==> config.mk <==
export PLATFORM = sky130hd
export DESIGN_NAME = frame_pacer_snap_average_top
export DESIGN_NICKNAME = d
export VERILOG_FILES = /design/src/rtl/fpsa_pkg.sv /design/src/rtl/frame_pacer_snap_average_top.sv /design/src/rtl/fpsa_alu.sv /design/src/rtl/fpsa_hist.sv
export SDC_FILE = /design/constraint.sdc
export NUM_CORES = 1
export LEC_CHECK = 0
export BUFFER_PORTS_ARGS = -buffer_cell sky130_fd_sc_hd__buf_4
export CAP_MARGIN = 10
export CORE_AREA = 2 2 217 304
export DETAILED_ROUTE_END_ITERATION = 8
export DIE_AREA = 0 0 219 306
export MAX_ROUTING_LAYER = met4
export PLACE_DENSITY_LB_ADDON = 0.08
export SLEW_MARGIN = 5
export SYNTH_ARGS = -nofsm -noshare
export SYNTH_HDL_FRONTEND = slang
export SYNTH_SLANG_ARGS = --single-unit
==> constraint.sdc <==
create_clock -name clock -period 7.8 [get_ports clock]
set_input_delay 1.17 -clock clock [delete_from_list [all_inputs] [get_ports clock]]
set_output_delay 1.17 -clock clock [all_outputs]
set_load 0.005 [all_outputs]
==> src/rtl/fpsa_pkg.sv <==
package fpsa_pkg;

   // Field and register widths
   localparam int DELTA_W    = 24;
   localparam int FP_W       = 20;
   localparam int TOL_W      = 16;
   localparam int ACC_W      = 25;
   localparam int COUNT_W    = 4;
   localparam int CSR_IDX_W  = 2;
   localparam int CSR_DATA_W = 20;

   // Overflow limit is eight frame periods: a shift by three
   localparam int OVF_SHIFT = 3;
   localparam int FP8_W     = FP_W + OVF_SHIFT;

   localparam logic [COUNT_W-1:0] UPDATE_LIMIT = 4'd8;

   // Register map
   localparam logic [CSR_IDX_W-1:0] CSR_FRAME_PERIOD   = 2'd0;
   localparam logic [CSR_IDX_W-1:0] CSR_REFRESH_PERIOD = 2'd1;
   localparam logic [CSR_IDX_W-1:0] CSR_SNAP_TOLERANCE = 2'd2;

   // Register defaults
   localparam logic [FP_W-1:0]  RESET_FRAME_PERIOD   = 20'd16666;
   localparam logic [FP_W-1:0]  RESET_REFRESH_PERIOD = 20'd16666;
   localparam logic [TOL_W-1:0] RESET_SNAP_TOLERANCE = 16'd200;

   // Sequencer states
   typedef enum logic [12:0] {
      S_IDLE      = 13'h0001,
      S_DIFF      = 13'h0002,
      S_CLAMP     = 13'h0004,
      S_SNAP_INIT = 13'h0008,
      S_SNAP      = 13'h0010,
      S_SNAP_FIX  = 13'h0020,
      S_SUM       = 13'h0040,
      S_DIV       = 13'h0080,
      S_AVG       = 13'h0100,
      S_ACCUM     = 13'h0200,
      S_RCHK      = 13'h0400,
      S_COUNT     = 13'h0800,
      S_DONE      = 13'h1000
   } state_type;

endpackage

==> src/rtl/frame_pacer_snap_average_top.sv <==
// Sequence per beat: difference, clamp, snap probes (one per refresh multiple, stopping on a hit
//   or after SNAP_MULTIPLES), history sum, then for a depth that is not a power of two a reciprocal
//   quotient followed by the remainder, then average, accumulate, resync check and update count.
// Throughput: one beat in flight; req_ready returns once the result is in the output register.
//   All add/subtract steps share one unit, one operation per cycle.
// Reset: synchronous, active high; restores register defaults, fills history, arms resync.
module frame_pacer_snap_average_top
   import fpsa_pkg::*;
#(
   parameter int HISTORY_DEPTH  = 4,
   parameter int SNAP_MULTIPLES = 8,
   parameter int TIME_WIDTH     = 48
) (
   input  logic                  clock,
   input  logic                  reset,
   input  logic                  req_valid,
   output logic                  req_ready,
   input  logic [TIME_WIDTH-1:0] req_timestamp,
   output logic                  rsp_valid,
   input  logic                  rsp_ready,
   output logic [COUNT_W-1:0]    rsp_update_count,
   output logic                  rsp_resynced,
   output logic [DELTA_W-1:0]    rsp_smoothed_delta,
   input  logic                  csr_we,
   input  logic [CSR_IDX_W-1:0]  csr_index,
   input  logic [CSR_DATA_W-1:0] csr_wdata
);

   localparam int W        = TIME_WIDTH;
   localparam int IDX_W    = $clog2(HISTORY_DEPTH);
   localparam int REM_W    = IDX_W;
   localparam int SUM_W    = DELTA_W + IDX_W;
   localparam int CNT_W    = $clog2(SUM_W + 1);
   localparam bit HIST_POW2 = (HISTORY_DEPTH & (HISTORY_DEPTH - 1)) == 0;

   // Reciprocal of the depth, exact for every sum below 2^SUM_W
   localparam int RECIP_SH = SUM_W + IDX_W;
   localparam longint unsigned RECIP_FULL =
      ((64'd1 << RECIP_SH) + 64'(HISTORY_DEPTH) - 64'd1) / 64'(HISTORY_DEPTH);
   localparam logic [SUM_W:0]   RECIP     = (SUM_W + 1)'(RECIP_FULL);
   localparam logic [REM_W-1:0] HIST_D_LO = REM_W'(HISTORY_DEPTH);

   localparam logic [CNT_W-1:0] MULT_LAST = CNT_W'(SNAP_MULTIPLES);
   localparam logic [CNT_W-1:0] SUM_LAST  = CNT_W'(HISTORY_DEPTH - 1);
   localparam logic [REM_W:0]   HIST_REM  = (REM_W + 1)'(HISTORY_DEPTH);

   // Control and state registers
   state_type state_ff, state_in;
   logic [FP_W-1:0]  frame_period_ff, frame_period_in;
   logic [FP_W-1:0]  refresh_period_ff, refresh_period_in;
   logic [TOL_W-1:0] snap_tol_ff, snap_tol_in;
   logic [W-1:0]     prev_time_ff, prev_time_in;
   logic [REM_W-1:0] arem_ff, arem_in;
   logic [ACC_W-1:0] acc_ff, acc_in;
   logic             pending_ff, pending_in;
   logic             rsp_valid_ff, rsp_valid_in;

   // Working registers
   logic [W-1:0]       now_ff, now_in;
   logic [W-1:0]       wk_ff, wk_in;
   logic [DELTA_W-1:0] d_ff, d_in;
   logic [CNT_W-1:0]   cnt_ff, cnt_in;
   logic [DELTA_W-1:0] q_ff, q_in;
   logic [REM_W-1:0]   mod_ff, mod_in;
   logic [SUM_W-1:0]   div_ff, div_in;
   logic [COUNT_W-1:0] count_ff, count_in;
   logic               resync_ff, resync_in;
   logic [COUNT_W-1:0] rsp_count_ff, rsp_count_in;
   logic               rsp_resync_ff, rsp_resync_in;
   logic [DELTA_W-1:0] rsp_delta_ff, rsp_delta_in;

   // Shared unit and history
   logic [W-1:0]       alu_a, alu_b, alu_y;
   logic               alu_sub, alu_borrow;
   logic               hist_shift;
   logic [DELTA_W-1:0] hist_data, hist_rd;

   // Helpers
   logic [FP_W-1:0]    fp_eff;
   logic [FP8_W-1:0]   fp8;
   logic [W-1:0]       wk_abs;
   logic               snap_hit;
   logic [REM_W:0]     rem_acc, rem_wrap;
   logic               avg_carry;
   logic [2*SUM_W:0]   recip_prod;
   logic [DELTA_W-1:0] recip_q;
   logic [REM_W-1:0]   recip_rem;

   fpsa_alu #(.W(W)) u_alu (
      .a      (alu_a),
      .b      (alu_b),
      .sub    (alu_sub),
      .y      (alu_y),
      .borrow (alu_borrow)
   );

   fpsa_hist #(.DEPTH(HISTORY_DEPTH)) u_hist (
      .clock      (clock),
      .reset      (reset),
      .shift_en   (hist_shift),
      .shift_data (hist_data),
      .rd_idx     (cnt_ff[IDX_W-1:0]),
      .rd_data    (hist_rd)
   );

   // Zero frame period acts as one
   assign fp_eff = (frame_period_ff == '0) ? FP_W'(1) : frame_period_ff;
   assign fp8    = {fp_eff, {OVF_SHIFT{1'b0}}};

   // Snap test on the running residue delta - k * refresh
   assign wk_abs   = wk_ff[W-1] ? (W'(0) - wk_ff) : wk_ff;
   assign snap_hit = wk_abs < W'(snap_tol_ff);

   // Quotient by reciprocal, remainder from low bits, remainder carry
   assign recip_prod = {{(SUM_W + 1){1'b0}}, div_ff} * {{SUM_W{1'b0}}, RECIP};
   assign recip_q    = recip_prod[RECIP_SH +: DELTA_W];
   assign recip_rem  = div_ff[REM_W-1:0] - REM_W'(q_ff[REM_W-1:0] * HIST_D_LO);
   assign rem_acc    = {1'b0, arem_ff} + {1'b0, mod_ff};
   assign avg_carry  = rem_acc >= HIST_REM;
   assign rem_wrap   = avg_carry ? (rem_acc - HIST_REM) : rem_acc;

   // Operand select for the shared unit
   always_comb begin
      alu_a   = wk_ff;
      alu_b   = '0;
      alu_sub = 1'b0;
      case (state_ff)
         S_DIFF: begin
            alu_a   = now_ff;
            alu_b   = prev_time_ff;
            alu_sub = 1'b1;
         end
         S_CLAMP: begin
            alu_a   = W'(fp8);
            alu_b   = wk_ff;
            alu_sub = 1'b1;
         end
         S_SNAP_INIT: begin
            alu_a   = W'(d_ff);
            alu_b   = W'(refresh_period_ff);
            alu_sub = 1'b1;
         end
         S_SNAP: begin
            alu_a   = wk_ff;
            alu_b   = W'(refresh_period_ff);
            alu_sub = 1'b1;
         end
         S_SNAP_FIX: begin
            alu_a   = W'(d_ff);
            alu_b   = wk_ff;
            alu_sub = 1'b1;
         end
         S_SUM: begin
            alu_a = wk_ff;
            alu_b = W'(hist_rd);
         end
         S_AVG: begin
            alu_a = W'(q_ff);
            alu_b = W'(avg_carry);
         end
         S_ACCUM: begin
            alu_a = W'(acc_ff);
            alu_b = W'(q_ff);
         end
         S_RCHK: begin
            alu_a   = W'(fp8);
            alu_b   = W'(acc_ff);
            alu_sub = 1'b1;
         end
         S_COUNT: begin
            alu_a   = W'(acc_ff);
            alu_b   = W'(fp_eff);
            alu_sub = 1'b1;
         end
         default: begin
            alu_a = wk_ff;
         end
      endcase
   end

   // Sequencer and next-state values
   always_comb begin
      state_in          = state_ff;
      frame_period_in   = frame_period_ff;
      refresh_period_in = refresh_period_ff;
      snap_tol_in       = snap_tol_ff;
      prev_time_in      = prev_time_ff;
      arem_in           = arem_ff;
      acc_in            = acc_ff;
      pending_in        = pending_ff;
      now_in            = now_ff;
      wk_in             = wk_ff;
      d_in              = d_ff;
      cnt_in            = cnt_ff;
      q_in              = q_ff;
      mod_in            = mod_ff;
      div_in            = div_ff;
      count_in          = count_ff;
      resync_in         = resync_ff;
      rsp_valid_in      = rsp_valid_ff & ~rsp_ready;
      rsp_count_in      = rsp_count_ff;
      rsp_resync_in     = rsp_resync_ff;
      rsp_delta_in      = rsp_delta_ff;
      hist_shift        = 1'b0;
      hist_data         = d_ff;

      // Register writes
      if (csr_we) begin
         case (csr_index)
            CSR_FRAME_PERIOD:   frame_period_in   = csr_wdata[FP_W-1:0];
            CSR_REFRESH_PERIOD: refresh_period_in = csr_wdata[FP_W-1:0];
            CSR_SNAP_TOLERANCE: snap_tol_in       = csr_wdata[TOL_W-1:0];
            default:            snap_tol_in       = snap_tol_ff;
         endcase
      end

      case (state_ff)
         S_IDLE: begin
            if (req_valid) begin
               now_in   = req_timestamp;
               state_in = S_DIFF;
            end
         end
         // Wrapped time difference
         S_DIFF: begin
            wk_in        = alu_y;
            prev_time_in = now_ff;
            state_in     = S_CLAMP;
         end
         // Negative -> 0, above eight periods -> one period
         S_CLAMP: begin
            if (wk_ff[W-1]) begin
               d_in = '0;
            end else if (alu_borrow) begin
               d_in = DELTA_W'(fp_eff);
            end else begin
               d_in = wk_ff[DELTA_W-1:0];
            end
            state_in = S_SNAP_INIT;
         end
         S_SNAP_INIT: begin
            wk_in    = alu_y;
            cnt_in   = CNT_W'(1);
            state_in = S_SNAP;
         end
         // One refresh multiple per cycle
         S_SNAP: begin
            if (snap_hit) begin
               state_in = S_SNAP_FIX;
            end else if (cnt_ff == MULT_LAST) begin
               hist_shift = 1'b1;
               hist_data  = d_ff;
               wk_in      = '0;
               cnt_in     = '0;
               state_in   = S_SUM;
            end else begin
               wk_in  = alu_y;
               cnt_in = cnt_ff + CNT_W'(1);
            end
         end
         // Multiple = delta - residue
         S_SNAP_FIX: begin
            hist_shift = 1'b1;
            hist_data  = alu_y[DELTA_W-1:0];
            wk_in      = '0;
            cnt_in     = '0;
            state_in   = S_SUM;
         end
         // Sum one history entry per cycle
         S_SUM: begin
            wk_in  = alu_y;
            cnt_in = cnt_ff + CNT_W'(1);
            if (cnt_ff == SUM_LAST) begin
               if (HIST_POW2) begin
                  q_in     = alu_y[SUM_W-1:IDX_W];
                  mod_in   = alu_y[IDX_W-1:0];
                  state_in = S_AVG;
               end else begin
                  div_in   = alu_y[SUM_W-1:0];
                  cnt_in   = '0;
                  state_in = S_DIV;
               end
            end
         end
         // Quotient first, then the remainder from its low bits
         S_DIV: begin
            cnt_in = cnt_ff + CNT_W'(1);
            if (cnt_ff == '0) begin
               q_in = recip_q;
            end else begin
               mod_in   = recip_rem;
               state_in = S_AVG;
            end
         end
         // Fold in carried remainder
         S_AVG: begin
            q_in     = alu_y[DELTA_W-1:0];
            arem_in  = rem_wrap[REM_W-1:0];
            state_in = S_ACCUM;
         end
         S_ACCUM: begin
            acc_in   = alu_y[ACC_W-1:0];
            state_in = S_RCHK;
         end
         // Resync on overflow or first frame
         S_RCHK: begin
            count_in  = '0;
            resync_in = 1'b0;
            if (alu_borrow || pending_ff) begin
               acc_in     = '0;
               pending_in = 1'b0;
               resync_in  = 1'b1;
            end
            state_in = S_COUNT;
         end
         // Remove whole periods, at most eight
         S_COUNT: begin
            if (!alu_borrow) begin
               acc_in   = alu_y[ACC_W-1:0];
               count_in = count_ff + COUNT_W'(1);
            end else begin
               state_in = S_DONE;
            end
         end
         S_DONE: begin
            if (!rsp_valid_ff || rsp_ready) begin
               rsp_valid_in  = 1'b1;
               rsp_count_in  = count_ff;
               rsp_resync_in = resync_ff;
               rsp_delta_in  = q_ff;
               state_in      = S_IDLE;
            end
         end
         default: begin
            state_in = S_IDLE;
         end
      endcase
   end

   // Control and state
   always_ff @(posedge clock) begin
      if (reset) begin
         state_ff          <= S_IDLE;
         frame_period_ff   <= RESET_FRAME_PERIOD;
         refresh_period_ff <= RESET_REFRESH_PERIOD;
         snap_tol_ff       <= RESET_SNAP_TOLERANCE;
         prev_time_ff      <= '0;
         arem_ff           <= '0;
         acc_ff            <= '0;
         pending_ff        <= 1'b1;
         rsp_valid_ff      <= 1'b0;
      end else begin
         state_ff          <= state_in;
         frame_period_ff   <= frame_period_in;
         refresh_period_ff <= refresh_period_in;
         snap_tol_ff       <= snap_tol_in;
         prev_time_ff      <= prev_time_in;
         arem_ff           <= arem_in;
         acc_ff            <= acc_in;
         pending_ff        <= pending_in;
         rsp_valid_ff      <= rsp_valid_in;
      end
   end

   // Working and output payload
   always_ff @(posedge clock) begin
      now_ff        <= now_in;
      wk_ff         <= wk_in;
      d_ff          <= d_in;
      cnt_ff        <= cnt_in;
      q_ff          <= q_in;
      mod_ff        <= mod_in;
      div_ff        <= div_in;
      count_ff      <= count_in;
      resync_ff     <= resync_in;
      rsp_count_ff  <= rsp_count_in;
      rsp_resync_ff <= rsp_resync_in;
      rsp_delta_ff  <= rsp_delta_in;
   end

   assign req_ready          = (state_ff == S_IDLE);
   assign rsp_valid          = rsp_valid_ff;
   assign rsp_update_count   = rsp_count_ff;
   assign rsp_resynced       = rsp_resync_ff;
   assign rsp_smoothed_delta = rsp_delta_ff;

endmodule

==> src/rtl/fpsa_alu.sv <==
// Shared add/subtract unit; borrow flags a < b on subtract
module fpsa_alu #(
   parameter int W = 48
) (
   input  logic [W-1:0] a,
   input  logic [W-1:0] b,
   input  logic         sub,
   output logic [W-1:0] y,
   output logic         borrow
);

   logic [W-1:0] b_sel;
   logic [W:0]   total;

   assign b_sel  = sub ? ~b : b;
   assign total  = {1'b0, a} + {1'b0, b_sel} + {{W{1'b0}}, sub};
   assign y      = total[W-1:0];
   assign borrow = sub & ~total[W];

endmodule

==> src/rtl/fpsa_hist.sv <==
// Delta history shift line, oldest at entry 0, with one indexed read tap
module fpsa_hist
   import fpsa_pkg::*;
#(
   parameter int DEPTH = 4
) (
   input  logic                       clock,
   input  logic                       reset,
   input  logic                       shift_en,
   input  logic [DELTA_W-1:0]         shift_data,
   input  logic [$clog2(DEPTH)-1:0]   rd_idx,
   output logic [DELTA_W-1:0]         rd_data
);

   logic [DELTA_W-1:0] hist_ff [DEPTH];
   logic [DELTA_W-1:0] hist_in [DEPTH];

   // Shift toward entry 0, new delta enters at the top
   always_comb begin
      for (int i = 0; i < DEPTH; i++) begin
         hist_in[i] = hist_ff[i];
      end
      if (shift_en) begin
         for (int i = 0; i < DEPTH - 1; i++) begin
            hist_in[i] = hist_ff[i + 1];
         end
         hist_in[DEPTH-1] = shift_data;
      end
   end

   always_ff @(posedge clock) begin
      if (reset) begin
         for (int i = 0; i < DEPTH; i++) begin
            hist_ff[i] <= DELTA_W'(RESET_FRAME_PERIOD);
         end
      end else begin
         for (int i = 0; i < DEPTH; i++) begin
            hist_ff[i] <= hist_in[i];
         end
      end
   end

   assign rd_data = hist_ff[rd_idx];

endmodule

======== After elaboration in Yosys (flattened, before gate mapping) ========
Memories as Yosys holds them, arrays and structs flattened. A register that Yosys moved wholly into a read port is not among the register bits.
Cells that the tools add are included.
cells by class
  magnitude comparators ................... 2
  bitwise gates (word level) .............. 9
  reduce and logical (&&, ||, !) cells .... 35
  muxes and demuxes ....................... 47
  add/subtract/negate cells ............... 7
  eq/ne operators ......................... 28
operator list
  operator               number
  $pmux 48 s8            1
  $pmux 48 s5            1
  $mux 48                4
  $pmux 13 s13           1
  $mux 24                6
  $pmux 48 s3            1
  $mux 96                1
  $mux 13                7
  $pmux 25 s3            1
  $mux 25                2
  $add 48x48->49         1
  $add 49x1->49          1
  $lt 48x16->1           1
  $not 48->48            1
  $pmux 24 s2            1
  $sub 1x48->48 const A  1
  $mux 20                2
  $logic_not 20->1       1
  $pmux 5 s4             1
  $reduce_and 2->1       10
  $ne 2x2->1 const B     9
  $reduce_or 2->1        7
  $eq 13x1->1 const B    1
  $eq 13x10->1 const B   1
  42 further kinds       65
storage, ports and cells
  memories ................................ 1
  word-level logic and storage cells ...... 150
  bits in registers ....................... 331
  RAM bits ................................ 96
  input bits .............................. 75
memory list
  memory          words  bits a word  read ports  clocked after Yosys merged registers in  wr ports  RTL line         source
  u_hist.hist_ff  4      24           4           1                                        4         fpsa_hist.sv:15  logic [DELTA_W-1:0] hist_ff [DEPTH];

======== Longest topological paths before layout ========
  depth after elaboration ................. 12
  mapped depth ............................ 25

======== Cells and area by module ========
Synthesis repeated with hierarchy kept, for this count alone.
unflattened totals
  cell total of the unflattened synthesis .. 2,535
  area total of the unflattened synthesis .. 23,512.6 um^2
by module, submodules not included
  module                        area an instance (um^2)  cells an instance  instances
  frame_pacer_snap_average_top  16,330.7                 1,803              1
  fpsa_hist                     4,090.2                  316                1
  fpsa_alu                      3,091.7                  416                1

======== Worst setup path before layout ========
No wires, ideal clock.
  path kind ............................... reg2reg
  start ................................... register state_ff[5]
  end ..................................... register d_ff[10], data pin
  stages on the path, launching flop included .. 26
  path slack .............................. 2.053 ns
  data arrival time ....................... 5.481 ns
  clock period less this slack ............ 5.747 ns
  required time ........................... 7.534 ns
  setup time .............................. 0.266 ns
  buffers on the path ..................... 5
  cell sequence ........................... dfxtp_1 -> clkbuf_1 -> or4_1 -> nor2_1 -> nand3_1 -> clkinv_1 -> clkbuf_1 -> buf_1 -> nand2_1 -> nand3_1 -> xnor2_1 -> inv_1 -> fa_1 -> nor2b_1 -> o21ai_0 -> a21boi_0 -> o21ai_0 -> a31oi_1 -> o21ai_0 -> a211o_1 -> a31o_2 -> nand3_1 -> clkbuf_1 -> clkbuf_1 -> mux2i_1 -> nor2_1
between the ends
  longest elaborated chain between the ends .. 10
  elaborated cells on any way between the ends .. 26
RTL lines
  item                                 RTL line                             source
  start, declared                      frame_pacer_snap_average_top.sv:48   state_type state_ff, state_in;
  start signal, assigned               frame_pacer_snap_average_top.sv:353  state_ff <= state_in;
  $eq 13x3->1 (tied with other cells)  frame_pacer_snap_average_top.sv:127  case (state_ff)
  $reduce_or 2->1 (no line)            --
  $pmux 48 s8                          frame_pacer_snap_average_top.sv:127
  $not 48->48                          fpsa_alu.sv:15                       assign b_sel = sub ? ~b : b;
  $mux 48                              fpsa_alu.sv:15
  $add 48x48->49                       fpsa_alu.sv:16                       assign total = {1'b0, a} + {1'b0, b_sel} + {{W{1'b0}}, sub};
  $add 49x1->49                        fpsa_alu.sv:16
  $not 1->1                            fpsa_alu.sv:18                       assign borrow = sub & ~total[W];
  $and 1x1->1 *                        fpsa_alu.sv:18
  $mux 20 *                            frame_pacer_snap_average_top.sv:234  end else if (alu_borrow) begin
  end signal, assigned                 frame_pacer_snap_average_top.sv:369  d_ff <= d_in;
  end, declared                        frame_pacer_snap_average_top.sv:61   logic [DELTA_W-1:0] d_ff, d_in;
Every way passes the cells marked *; elsewhere a longest branch is shown, timed or not.
A chain may end at the register's enable or synchronous reset.

======== Final worst setup path ========
  start ................................... register state_ff[5]
  end ..................................... register acc_ff[8]
between the ends
  longest elaborated chain between the ends .. 12
  elaborated cells on any way between the ends .. 32
RTL lines
  item                                 RTL line                             source
  $eq 13x3->1 (tied with other cells)  frame_pacer_snap_average_top.sv:127
  $reduce_or 2->1 (no line)            --
  $pmux 48 s8                          frame_pacer_snap_average_top.sv:127
  $not 48->48                          fpsa_alu.sv:15
  $mux 48                              fpsa_alu.sv:15
  $add 48x48->49                       fpsa_alu.sv:16
  $add 49x1->49                        fpsa_alu.sv:16
  $not 1->1                            fpsa_alu.sv:18
  $and 1x1->1                          fpsa_alu.sv:18
  $logic_or 1x1->1                     frame_pacer_snap_average_top.sv:309  if (alu_borrow || pending_ff) begin
  $ne 2x2->1 (no line)                 --
  $reduce_and 3->1 (no line)           --
  end signal, assigned                 frame_pacer_snap_average_top.sv:359  acc_ff <= acc_in;
  end, declared                        frame_pacer_snap_average_top.sv:54   logic [ACC_W-1:0] acc_ff, acc_in;
Several ways; a longest one is shown, not always the timed one. The select of a mux whose other input is x is not followed.

==> reports/qor.txt <==
Clock Path Buffers = 3
Syn avg cell area = 9.41 µm²
RSZ-0062 raised after global routing = false
Final hold violations = 0
Met1 track demand over resource = 31.2%
Vias per inst = 5.79
DRC = 0
Final Cell Area = 26000 µm²
Initial DRT Pass Iterations = 6
Worst slew pin tran = 1190 ps
Arr. time, crit path = 6960 ps
Worst-path clk slew = 70 ps
Slew headroom = 20.3%
Post-synth EDFFs = 209
Path type of the worst min-delay path = flop to flop
ANT cells = 0
WP buf/inv = 2
Post-CTS setup buffer count = 0
CTS buffer count = 46
Fin nets = 2609
Initial Util = 35.7%
Setup CP Type = flop to flop
Fin crit period = 6460 ps
Crit end category = flop
Worst hold slack = 452 ps
Crit path max-delay family = compound AO/OA/AOI/OAI gates
Dpl cell area = 24500 µm²
Yosys cell types = 82
Register area share after synthesis = 46.6%
Critical path required time = 8300 ps
Crit path max-delay cell type = nand3_1
Crit path top cell by count = o21ai_0
Dominant synthesized flop cell = dfxtp_1
First-pass GRT wire length = 127000 µm
Cell Area, Synth = 22900 µm²
Die Ht = 306 µm
Worst clock skew = 26.5 ps
Reg-to-Reg Start = state_ff[5]
Post-DRT Antenna Nets = 0
Die area = 67000 µm²
Most Crowded Layer GR = met2
Post_cts resized = 0
Iter 0 DRT Violations = 1823
Cts hold-fix bufs = 0
Routing usage on met3 = 3.10%
Crit-path max FO = 22
Vias = 19400
Crit share post-route = 82.9%
Crit start category = flop
Drt wl/cell = 25.8 µm
Gr usage total = 26.2%
WL final = 86300 µm
CTS H-tree depth = 2
Reg2Reg Setup Slack = 1340 ps
TNS Setup = 0 ps
IO buf count = 105
Vias in the first global route = 19100
Power Total = 5.93 mW
Leakage = 9.70 nW
Net Count, Synth = 2575
Worst hold stages = 0
FFs w/ async S/R, synth = 0%
Initial antenna violation count = 0
Synth-to-Final Area Change = 13.7%
Cells after Synth = 2431
Synth Warn # = 0
Clk sink count = 428
Register bit total from synthesis = 428
Max cap viols = 0
Largest net degree at the start of global routing = 80
Reg2Reg Depth = 20
Reg2reg end = acc_ff[8]
Max incr delay on CP = 570 ps
Critical path cell sequence = nor4_1 -> and4_1 -> buf_4 -> nor4_1 -> nand2b_2 -> nand4_1 -> a21boi_0 -> inv_1 -> fa_1 -> nor2b_1 -> o21ai_0 -> a21boi_0 -> o21ai_0 -> a31oi_1 -> o21ai_0 -> a211o_1 -> a31o_2 -> nand3_1 -> nand3_1 -> o2bb2ai_1
CTS tree = yes
Worst-Skew Late Latency = 590 ps
Layout cell share with drive strength beyond 1 = 11.8%
Die width = 219 µm
Rows = 110
Final count of negative-setup-slack endpoints = 0
Routability congestion estimate = 0.942
P per Cell Area = 228 nW/µm²
Max Slew Vio Count = 0
DP Wirelength = 64000 µm
Maximum vdd drop = 166 µV
I/O Pins = 106
CTS root buf = clkbuf_16
GR Overflow Total = 0
Core area = 64100 µm²
FMAX = 155 MHz
GR Util met2 = 44.3%
Hold path start = resync_ff
Hold EP = rsp_resynced
Status = completed
[logic make-up (layout without fill, tap and decap cells)]
family,after synthesis,in the layout,share of synthesized area [%]
DFF,428,428,46.6
buffers and inverters,226,297,3.78
xor gates and xnor gates,70,70,2.68
and+or+nand+nor,917,917,18.6
adders and majority gates,69,69,3.84
muxes,129,129,6.98
AOI/OAI and AO/OA,592,592,17.5
[synthesized netlist by cell type, drive strengths merged, types with 6 or more instances]
master | n | area, µm²
nor4 | 17 | 121
nand2 | 413 | 1550
a21boi | 7 | 52.6
a311oi | 6 | 52.6
a22o | 14 | 123
clkbuf | 151 | 569
a221o | 13 | 130
o21ai | 79 | 395
o21bai | 8 | 60.1
mux2i | 101 | 1010
o2bb2ai | 13 | 114
dfxtp | 219 | 4380
or3 | 9 | 56.3
nor3 | 39 | 205
or4 | 11 | 82.6
a211o | 7 | 61.3
nand2b | 27 | 169
o31ai | 10 | 75.1
nor2b | 17 | 106
and3b | 7 | 61.3
buf | 18 | 81.3
or2 | 9 | 56.3
a221oi | 45 | 394
and2 | 16 | 103
nor3b | 8 | 65.1
a211oi | 11 | 82.6
nand4 | 20 | 125
xor2 | 22 | 193
a22oi | 27 | 203
xnor2 | 48 | 420
nor2 | 190 | 713
a31oi | 23 | 144
o211ai | 7 | 52.6
edfxtp | 209 | 6280
o21a | 8 | 60.1
a21o | 39 | 293
ha | 67 | 838
a21oi | 198 | 991
mux4 | 24 | 541
nand3b | 11 | 82.6
a222oi | 34 | 340
inv | 56 | 210
nand3 | 59 | 308
and3 | 45 | 282
[worst max path at each step]
stage / start / to / slack (ps) / cells past startpoint
2_1_floorplan: state_ff[5] / d_ff[10] / 2050 / 25
3_3_place_gp: state_ff[5] / q_ff[18] / 1420 / 20
3_5_place_dp: state_ff[9] / q_ff[20] / 1440 / 19
4_1_cts: state_ff[9] / acc_ff[8] / 1420 / 19
5_1_grt: state_ff[5] / q_ff[18] / 940 / 20
6_report: state_ff[5] / acc_ff[8] / 1340 / 20
[report_power, final]
part           internal [mW]  switching [mW]  total, mW
registers               2.50          0.0930       2.59
logic                  0.393           0.764       1.16
clock network           1.24           0.945       2.18
total                   4.13            1.80       5.93
[state kept, by name, indices dropped and copies added (netlist names), 12 cells and up, named ones only]
name and count:
frame_period_ff 20, u_hist.hist_ff 96, state_ff 12, prev_time_ff 48, wk_ff 48, acc_ff 25
refresh_period_ff 20, q_ff 24, rsp_smoothed_delta 24, d_ff 24, snap_tol_ff 16, now_ff 48
[final cells by class]
type	instances	area, µm²
clock buffer	66	1350
clock inverter	19	133
fill	6465	38100
inverter	57	214
multi-input combinational	1777	11400
sequential	428	10700
tap	840	1050
timing repair buffer	155	1180
[cell usage in the layout (no fill, tap or decap), drive strengths merged, types with 8 or more instances in the layout]
| cell | count |
|---|---|
| nand2 | 413 |
| dfxtp | 219 |
| edfxtp | 209 |
| a21oi | 198 |
| nor2 | 190 |
| buf | 155 |
| mux2i | 101 |
| o21ai | 79 |
| ha | 67 |
| clkbuf | 66 |
| nand3 | 59 |
| inv | 58 |
| xnor2 | 48 |
| a221oi | 45 |
| and3 | 45 |
| a21o | 39 |
| nor3 | 39 |
| a222oi | 34 |
| a22oi | 27 |
| nand2b | 27 |
| mux4 | 24 |
| a31oi | 23 |
| xor2 | 22 |
| nand4 | 20 |
| nor2b | 17 |
| nor4 | 17 |
| and2 | 16 |
| clkinv | 16 |
| a22o | 14 |
| a221o | 13 |
| o2bb2ai | 13 |
| or4 | 11 |
| nand3b | 11 |
| a211oi | 11 |
| o31ai | 10 |
| or2 | 9 |
| or3 | 9 |
| o21bai | 8 |
| o21a | 8 |
| nor3b | 8 |
[layer usage]
| layer | vias up | share of wire (%) | wire [µm] |
|---|---|---|---|
| li1 | 9022 | - | - |
| met5 | - | 0 | 0 |
| met3 | 138 | 4.9 | 4190 |
| met1 | 9588 | 41 | 35100 |
| met4 | 0 | 5.0 | 4310 |
| met2 | 613 | 49 | 42700 |
[per-stage QoR]
step / std cells / setup WS [ps] / util, %
3_3_place_gp: 3257 / 1420 / 38.3
5_1_grt: 3342 / 943 / 40.6
2_1_floorplan: 2431 / 2050 / -
4_1_cts: 3342 / 1420 / 40.6
6_report: 3342 / 1340 / 40.6
3_5_place_dp: 3257 / 1440 / 38.3
Note: power is estimated with default switching activity, not from simulation.
